<file path="config.mk">
export PLATFORM = sky130hd
export DESIGN_NAME = cpf_ctrl
export DESIGN_NICKNAME = d
export VERILOG_FILES = /design/src/rtl/core/cpf_pkg.sv /design/src/rtl/core/cpf_ctrl.sv
export SDC_FILE = /design/constraint.sdc
export NUM_CORES = 1
export LEC_CHECK = 0
export BUFFER_PORTS_ARGS = -buffer_cell sky130_fd_sc_hd__buf_4
export CAP_MARGIN = 15
export CORE_MARGIN = 1.5
export CORE_UTILIZATION = 56
export DETAILED_ROUTE_END_ITERATION = 8
export PLACE_DENSITY = 0.89
export SYNTH_ARGS = -nofsm -noshare
export SYNTH_HDL_FRONTEND = slang
export SYNTH_SLANG_ARGS = --single-unit
</file>
<file path="constraint.sdc">
create_clock -name clk -period 2.8 [get_ports clk]
set_clock_uncertainty 0.2 [all_clocks]
set_input_delay 0.42 -clock clk [delete_from_list [all_inputs] [get_ports clk]]
set_output_delay 0.42 -clock clk [all_outputs]
set_load 0.03 [all_outputs]
</file>
<file path="src/rtl/core/cpf_pkg.sv">
// ----------------------------------------------------------------------------
// cpf_pkg
// Shared types, constants and fixed-point helpers of the camera projection
// and frustum unit.
// ----------------------------------------------------------------------------
package cpf_pkg;

  localparam int FRAC_BITS = 16;
  localparam int WORD_W    = 32;
  localparam int PROD_W    = 2 * WORD_W;
  localparam int ACC_W     = 52;
  localparam int DIV_STEPS = WORD_W + FRAC_BITS + 1;
  localparam int DIV_CNT_W = $clog2(DIV_STEPS + 1);
  localparam int SQ_STEPS  = WORD_W;
  localparam int SQ_CNT_W  = $clog2(SQ_STEPS + 1);
  localparam int SUMSQ_W   = PROD_W - FRAC_BITS;

  localparam int VP_MACS    = 64;
  localparam int CLIP_MACS  = 16;
  localparam int SCR_OPS    = 5;
  localparam int SSQ_OPS    = 3;
  localparam int PLB_STEPS  = 8;

  typedef logic signed [WORD_W-1:0] q_t;

  localparam q_t ONE   = q_t'(1) <<< FRAC_BITS;
  localparam q_t HALF  = q_t'(1) <<< (FRAC_BITS - 1);
  localparam q_t Q_MAX = {1'b0, {(WORD_W-1){1'b1}}};
  localparam q_t Q_MIN = {1'b1, {(WORD_W-1){1'b0}}};

  localparam logic signed [ACC_W-1:0] ACC_HI =
    {{(ACC_W-WORD_W+1){1'b0}}, {(WORD_W-1){1'b1}}};
  localparam logic signed [ACC_W-1:0] ACC_LO = ~ACC_HI;

  typedef enum logic [1:0] {
    OP_LOAD    = 2'd0,
    OP_PROJECT = 2'd1,
    OP_FRUSTUM = 2'd2,
    OP_NONE    = 2'd3
  } op_t;

  localparam logic [1:0] ST_OK       = 2'd0;
  localparam logic [1:0] ST_W_ZERO   = 2'd1;
  localparam logic [1:0] ST_LEN_ZERO = 2'd2;

  localparam logic [2:0] PLANE_FAR = 3'd5;

  localparam logic [1:0] REG_ORIGIN_X = 2'd0;
  localparam logic [1:0] REG_ORIGIN_Y = 2'd1;
  localparam logic [1:0] REG_WIDTH    = 2'd2;
  localparam logic [1:0] REG_HEIGHT   = 2'd3;

  typedef enum logic [1:0] {
    MM_VP   = 2'd0,
    MM_CLIP = 2'd1,
    MM_SCR  = 2'd2,
    MM_SSQ  = 2'd3
  } mac_mode_t;

  typedef struct packed {
    logic [1:0]  operation;
    logic        matrix_select;
    logic [3:0]  element_index;
    q_t          element_value;
    q_t          world_x;
    q_t          world_y;
    q_t          world_z;
  } in_word_t;

  typedef struct packed {
    q_t          screen_x;
    q_t          screen_y;
    q_t          screen_depth;
    q_t          plane_a;
    q_t          plane_b;
    q_t          plane_c;
    q_t          plane_d;
    logic [2:0]  plane_index;
    logic        last_of_run;
    logic [1:0]  status;
  } out_word_t;

  typedef struct packed {
    logic       mac_go;
    mac_mode_t  mac_mode;
    logic [5:0] step;
    logic       pl_go;
    logic [2:0] pl_step;
    logic [2:0] plane_k;
    logic       div_start;
    logic [1:0] div_sel;
    logic       div_plane;
    logic       sq_start;
    logic       emit;
    logic       emit_plane;
  } cmd_t;

  typedef struct packed {
    logic div_done;
    logic div_busy;
    logic sq_done;
    logic sq_busy;
    logic w_zero;
    logic len_zero;
    logic out_free;
  } sts_t;

  function automatic logic signed [ACC_W-1:0] ext_q(input q_t v);
    ext_q = {{(ACC_W-WORD_W){v[WORD_W-1]}}, v};
  endfunction

  function automatic q_t sat_q(input logic signed [ACC_W-1:0] v);
    q_t r;
    if (v > ACC_HI) r = Q_MAX;
    else if (v < ACC_LO) r = Q_MIN;
    else r = v[WORD_W-1:0];
    return r;
  endfunction

endpackage

</file>
<file path="src/rtl/core/cpf_ctrl.sv">
// ----------------------------------------------------------------------------
// cpf_ctrl
// Sequencer: steps the shared datapath through matrix product, clip transform
// or plane build, divides, square root, screen mapping and result output.
// ----------------------------------------------------------------------------
module cpf_ctrl
  import cpf_pkg::*;
(
  input  logic clk,
  input  logic rst_n,
  input  logic in_valid,
  input  op_t  in_op,
  input  sts_t sts,
  output logic in_stall,
  output cmd_t cmd
);

  typedef enum logic [12:0] {
    S_IDLE   = 13'h0001,
    S_VP     = 13'h0002,
    S_CLIP   = 13'h0004,
    S_PCHK   = 13'h0008,
    S_DIV_GO = 13'h0010,
    S_DIV_WT = 13'h0020,
    S_SCR    = 13'h0040,
    S_EMIT   = 13'h0080,
    S_PLB    = 13'h0100,
    S_SSQ    = 13'h0200,
    S_SQ_GO  = 13'h0400,
    S_SQ_WT  = 13'h0800,
    S_LCHK   = 13'h1000
  } state_t;

  state_t     state_r, state_nxt;
  logic [6:0] cnt_r, cnt_nxt;
  logic [2:0] k_r, k_nxt;
  logic [1:0] sel_r, sel_nxt;
  logic       plane_r, plane_nxt;

  always_ff @(posedge clk) begin
    if (!rst_n) begin
      state_r <= S_IDLE;
      cnt_r   <= '0;
      k_r     <= '0;
      sel_r   <= '0;
      plane_r <= 1'b0;
    end else begin
      state_r <= state_nxt;
      cnt_r   <= cnt_nxt;
      k_r     <= k_nxt;
      sel_r   <= sel_nxt;
      plane_r <= plane_nxt;
    end
  end

  always_comb begin
    state_nxt = state_r;
    cnt_nxt   = cnt_r;
    k_nxt     = k_r;
    sel_nxt   = sel_r;
    plane_nxt = plane_r;
    unique case (state_r)
      S_IDLE: begin
        if (in_valid && (in_op == OP_PROJECT || in_op == OP_FRUSTUM)) begin
          state_nxt = S_VP;
          cnt_nxt   = '0;
          plane_nxt = (in_op == OP_FRUSTUM);
        end
      end
      S_VP: begin
        cnt_nxt = cnt_r + 7'd1;
        if (cnt_r == 7'(VP_MACS)) begin
          cnt_nxt   = '0;
          k_nxt     = '0;
          state_nxt = plane_r ? S_PLB : S_CLIP;
        end
      end
      S_CLIP: begin
        cnt_nxt = cnt_r + 7'd1;
        if (cnt_r == 7'(CLIP_MACS)) begin
          cnt_nxt   = '0;
          state_nxt = S_PCHK;
        end
      end
      S_PCHK: begin
        sel_nxt   = '0;
        state_nxt = sts.w_zero ? S_EMIT : S_DIV_GO;
      end
      S_DIV_GO: state_nxt = S_DIV_WT;
      S_DIV_WT: begin
        if (sts.div_done) begin
          if (sel_r == (plane_r ? 2'd3 : 2'd2)) begin
            cnt_nxt   = '0;
            state_nxt = plane_r ? S_EMIT : S_SCR;
          end else begin
            sel_nxt   = sel_r + 2'd1;
            state_nxt = S_DIV_GO;
          end
        end
      end
      S_SCR: begin
        cnt_nxt = cnt_r + 7'd1;
        if (cnt_r == 7'(SCR_OPS)) begin
          cnt_nxt   = '0;
          state_nxt = S_EMIT;
        end
      end
      S_EMIT: begin
        if (sts.out_free) begin
          if (!plane_r || k_r == PLANE_FAR) begin
            state_nxt = S_IDLE;
          end else begin
            k_nxt     = k_r + 3'd1;
            cnt_nxt   = '0;
            state_nxt = S_PLB;
          end
        end
      end
      S_PLB: begin
        cnt_nxt = cnt_r + 7'd1;
        if (cnt_r == 7'(PLB_STEPS - 1)) begin
          cnt_nxt   = '0;
          state_nxt = S_SSQ;
        end
      end
      S_SSQ: begin
        cnt_nxt = cnt_r + 7'd1;
        if (cnt_r == 7'(SSQ_OPS)) begin
          cnt_nxt   = '0;
          state_nxt = S_SQ_GO;
        end
      end
      S_SQ_GO: state_nxt = S_SQ_WT;
      S_SQ_WT: if (sts.sq_done) state_nxt = S_LCHK;
      S_LCHK: begin
        sel_nxt   = '0;
        state_nxt = sts.len_zero ? S_EMIT : S_DIV_GO;
      end
      default: state_nxt = S_IDLE;
    endcase
  end

  always_comb begin
    cmd            = '0;
    cmd.step       = cnt_r[5:0];
    cmd.pl_step    = cnt_r[2:0];
    cmd.plane_k    = k_r;
    cmd.div_sel    = sel_r;
    cmd.div_plane  = plane_r;
    cmd.emit_plane = plane_r;
    cmd.mac_mode   = MM_VP;
    unique case (state_r)
      S_VP: cmd.mac_go = (cnt_r < 7'(VP_MACS));
      S_CLIP: begin
        cmd.mac_mode = MM_CLIP;
        cmd.mac_go   = (cnt_r < 7'(CLIP_MACS));
      end
      S_SCR: begin
        cmd.mac_mode = MM_SCR;
        cmd.mac_go   = (cnt_r < 7'(SCR_OPS));
      end
      S_SSQ: begin
        cmd.mac_mode = MM_SSQ;
        cmd.mac_go   = (cnt_r < 7'(SSQ_OPS));
      end
      S_PLB:    cmd.pl_go     = 1'b1;
      S_DIV_GO: cmd.div_start = 1'b1;
      S_SQ_GO:  cmd.sq_start  = 1'b1;
      S_EMIT:   cmd.emit      = sts.out_free;
      default: ;
    endcase
  end

  assign in_stall = (state_r != S_IDLE);

endmodule

</file>
### Word-level counts from Yosys, hierarchy flattened

Cells that the tools add are included.

* register bits: 26
* word-level logic and storage cells: 101

* add/subtract/negate cells: 3
* order comparisons: 4
* eq/ne operators: 35
* muxes and demuxes: 41
* reduce and logical (&&, ||, !) cells: 13

Operators with widths (number)
* $pmux W13 S13: 1
* $mux W13: 9
* $mux W7: 10
* $pmux W7 S8: 1
* $mux W8: 4
* $ne A2 B2 Y1 const B: 12
* $mux W9: 2
* $eq A7 B3 Y1 const B: 2
* $eq A13 B1 Y1 const B: 1
* $eq A13 B10 Y1 const B: 1
* $eq A13 B11 Y1 const B: 1
* $eq A13 B12 Y1 const B: 1
* $eq A13 B13 Y1 const B: 1
* $eq A13 B2 Y1 const B: 1
* $eq A13 B3 Y1 const B: 1
* $eq A13 B4 Y1 const B: 1
* $eq A13 B5 Y1 const B: 1
* $eq A13 B6 Y1 const B: 1
* $eq A13 B7 Y1 const B: 1
* $eq A13 B8 Y1 const B: 1
* $eq A13 B9 Y1 const B: 1
* $ne A13 B1 Y1 const B: 1
* $mux W3: 3
* $reduce_and A9 Y1: 1
* other kinds (30): 37

### Longest topological paths before layout

* word-level depth: 5
* gate-level depth with buffers: 8
* depth with buffers taken out: 8

### Worst setup path after synthesis

No wires, ideal clock.

* kind: reg2reg
* start point: register state_r[7]
* end point: register state_r[0]
* arrival: 2.463 ns
* required time: 2.480 ns
* setup slack: 0.017 ns
* cell stages (with the launch flop): 7
* buffers on the path: 1
* clock period less this slack: 2.783 ns
* path through: dfxtp_1 > buf_4 > or4b_2 > nor3_1 > nor2_1 > a31o_1 > a211o_1

* cells in the longest elaborated chain, start to end: 3
* elaborated cells between the ends (all ways): 24

RTL lines
* from (decl): line cpf_ctrl.sv:34 `state_t state_r, state_nxt;`
* from (signal assigned): line cpf_ctrl.sv:48 `state_r <= state_nxt;`
* $eq A13 B10 Y1 (tied with other cells): line cpf_ctrl.sv:62 `unique case (state_r)`
* $ne A2 B2 Y1 (no source line)
* $reduce_and A9 Y1 (no source line)

Parallel ways exist; a longest one is shown, timed or not.
A chain may end at the register's enable or synchronous reset.

==> out/qor.txt <==
Post-synthesis xor/xnor area fraction = 3.00%
Grt met3 use = 1.43%
Vias in the first global route = 1776
CTS HTree Levels = 1
WL/cell = 16.5 um
Cell Area, Synth = 2040 um^2
DR vias = 2086
Met2 Use GR = 41.6%
Yosys reg bits = 26
I/O Pins = 36
Top Family by Delay on Critical Path = simple AND/OR/NAND/NOR gates
Footprint of the multi-input gates = 1390 um^2
Wirelength, routed = 5510 um
GR met1 Demand/Resource = 39.9%
CTS tree = yes
Initial detailed-routing violation count = 226
Tcrit/Tclk final = 101%
Final WS setup = -23.2 ps
Final Hold Vio Count = 0
Share of layout cells above drive strength 1 = 28.9%
First-pass GRT wire length = 8650 um
Total of max-cap violations = 0
Number of synthesized flops with an enable pin = 0
Min-delay src = rst_n
Adder-Cell Fraction of Synth Area = 3.67%
CTS sink cnt = 26
Synthesized area per cell = 7.80 um^2
Critical Path Fanout Max = 9
IO buf count = 33
Netlist cell types = 56
Drt first pass iters = 5
DIE WIDTH = 63.4 um
Yosys warning count = 0
Top cell type by total area after synthesis = dfxtp_1
Initial antenna violation count = 0
Crit. End Element = output port
Slew Limit Fails = 0
Worst R2R Start = state_r[5]
Die height = 63.4 um
Mapped Nets = 280
Measured slew at the worst slew-check pin = 657 ps
Final Critical Period = 2820 ps
Area fraction of the dominant cell type after synthesis = 25.5%
Max Fclk = 0.354 GHz
Die area = 4020 um^2
Area share of and/or/nand/nor cells after synthesis = 42.5%
Storage cell area = 531 um^2
Lkg Pwr = 0.932 nW
Mux share of post-synthesis cell area = 0.551%
CP dominant cell by count = buf_4
FP Rows = 21
Most frequent cells after synthesis = nor2_1 (30), dfxtp_1 (26), nand2_1 (22)
DP Cell Count = 327
Power per standard cell area = 287 nW/um^2
All-layer global routing usage = 26.7%
Global routing's busiest layer = met2
Peak supply drop = 0.320 mV
Slowest stage delay, CP = 480 ps
Register area share after synthesis = 25.5%
Post-synth ARST share = 0%
Largest family of logic cells by synthesized area = simple AND/OR/NAND/NOR gates
Clk slew on worst S/H paths = 140 ps
WP data arrival = 2200 ps
Mapped Cells = 262
Failing checks = negative setup slack
Worst endpoint required time = 2180 ps
Clock Latency Late Sink = 330 ps
Core area = 3420 um^2
Final #Nets = 307
CTS Buffer Depth = 2
Via density = 6.26
Routability cong. = 0.947
Main flop type after synthesis = dfxtp_1
Final Non-Filler Cells = 333
Ant diodes = 0
CTS Buf Count = 3
Setup-failing EPs final = 1
Most common cell in the netlist = nor2_1
Layout area overhead = 17.8%
WS Path Type = register to output port
Max transition margin = 55.8%
Detailed placer's ending HPWL = 3930 um
FILL cells = 265
Bufs and invs on worst path = 2
Remaining antenna violation count = 0
RSZ-0062 raised after global routing = true
Hold Crit Class = input port to register
Setup crit start kind = register
Critical Path Slowest Stage Cell = dfxtp_1
Crit. Startpoint = state_r[5]
Cell chain of the critical path = nor4_4 -> nand4_1 -> buf_4 -> o22a_1 -> o22ai_2 -> a21oi_1 -> nor2_1 -> buf_4
Largest net degree at the start of global routing = 20
Total grt overflow = 0
Min Hold Slack = 149 ps
Synth top area cells = dfxtp_1 (25%), nor2_1 (5.5%), buf_4 (4.8%)
DRC = 0
Root buf cell = clkbuf_4
Compound-Gate Fraction of Synth Area = 14.4%
Status = finished, violations left
Initial Util = 59.9%
## final timing paths
| check | slack (ps) | to | cells past startpoint |
|---|---|---|---|
| hold reg to reg | 350 | k_r[1] | 2 |
| setup / recovery | -20 | cmd[22] | 8 |
| setup reg to reg | 150 | cnt_r[3] | 8 |
| hold / removal | 150 | state_r[6] | 2 |
## worst register-to-register path, cell delays in order (launching register included)
cell      delay, ps
dfxtp_1         480
nor4_4          340
buf_4           200
buf_4           130
nand2_1         100
a311oi_2        400
nor3_2          160
or3_1           370
a31oi_1         180
## sequential cells by signal (all words and copies together), names as in the netlist
name / count
k_r: 3
sel_r: 2
plane_r: 1
state_r: 13
cnt_r: 7
## logic make-up after synthesis
| family | Yosys count |
|---|---|
| simple gates | 145 |
| compound gates | 40 |
| buf+inv | 37 |
| flops | 26 |
| xor+xnor | 7 |
| fa+ha+maj | 6 |
| mux | 1 |
## final cells by class
| cell class | count | share of cell area, % |
|---|---|---|
| repair buffers | 50 | 15.7 |
| clock buffers | 3 | 0.935 |
| well taps | 46 | 2.39 |
| multi-input cells | 199 | 57.5 |
| inverters | 9 | 1.40 |
| flip-flops and latches | 26 | 22.0 |
## per-layer routing
layer	share of wire (%)	vias up
met5	0	-
met4	1.7	0
met3	9.4	13
met2	46	127
met1	42	945
li1	-	1001
## power by group
group / switching [W] / internal, W / total [W]
Clock: 0.000114 / 0.0000507 / 0.000164
Sequential: 0.0000110 / 0.000373 / 0.000384
Combinational: 0.0000869 / 0.0000570 / 0.000144
## stage by stage
stage / power [W] / util, % / instance area, um^2 / TNS (ps) / setup slack (ps)
final: 0.000692 / 70.5 / 2410 / -23.2 / -23.2
after floorplan: 0.000488 / - / 2040 / 0 / 17.0
after global routing: 0.000713 / 70.5 / 2410 / -99.4 / -88.6
after global placement: 0.000527 / 66.6 / 2280 / 0 / 211
after CTS: 0.000681 / 69.7 / 2380 / 0 / 8.61
after detailed placement: 0.000530 / 66.6 / 2280 / 0 / 119
## cell usage in the layout, fill, tap and decap left out, types with 4 or more instances in the layout
cell type / netlist / routed
a31oi_1: 6 / 6
o21ai_0: 5 / 5
inv_1: 8 / 8
nor4b_1: 7 / 6
nor4_4: 3 / 4
nand2_1: 22 / 22
nand2b_1: 5 / 5
nor2b_1: 4 / 4
ha_1: 6 / 6
buf_4: 13 / 49
dfxtp_1: 26 / 22
nor3_1: 8 / 7
nor2_1: 30 / 29
or3_1: 6 / 6
nor4_1: 7 / 5
nand4_1: 7 / 7
a21oi_1: 9 / 9
xor2_1: 4 / 4
nand3_1: 17 / 17
## repair_timing
action	in CTS	in global routing
hold buffers	0	0
gates resized for setup	13	5
pin swaps	3	2
setup endpoints to repair	1	6
setup buffers	3	0
Note: power is estimated with default switching activity, not from simulation.
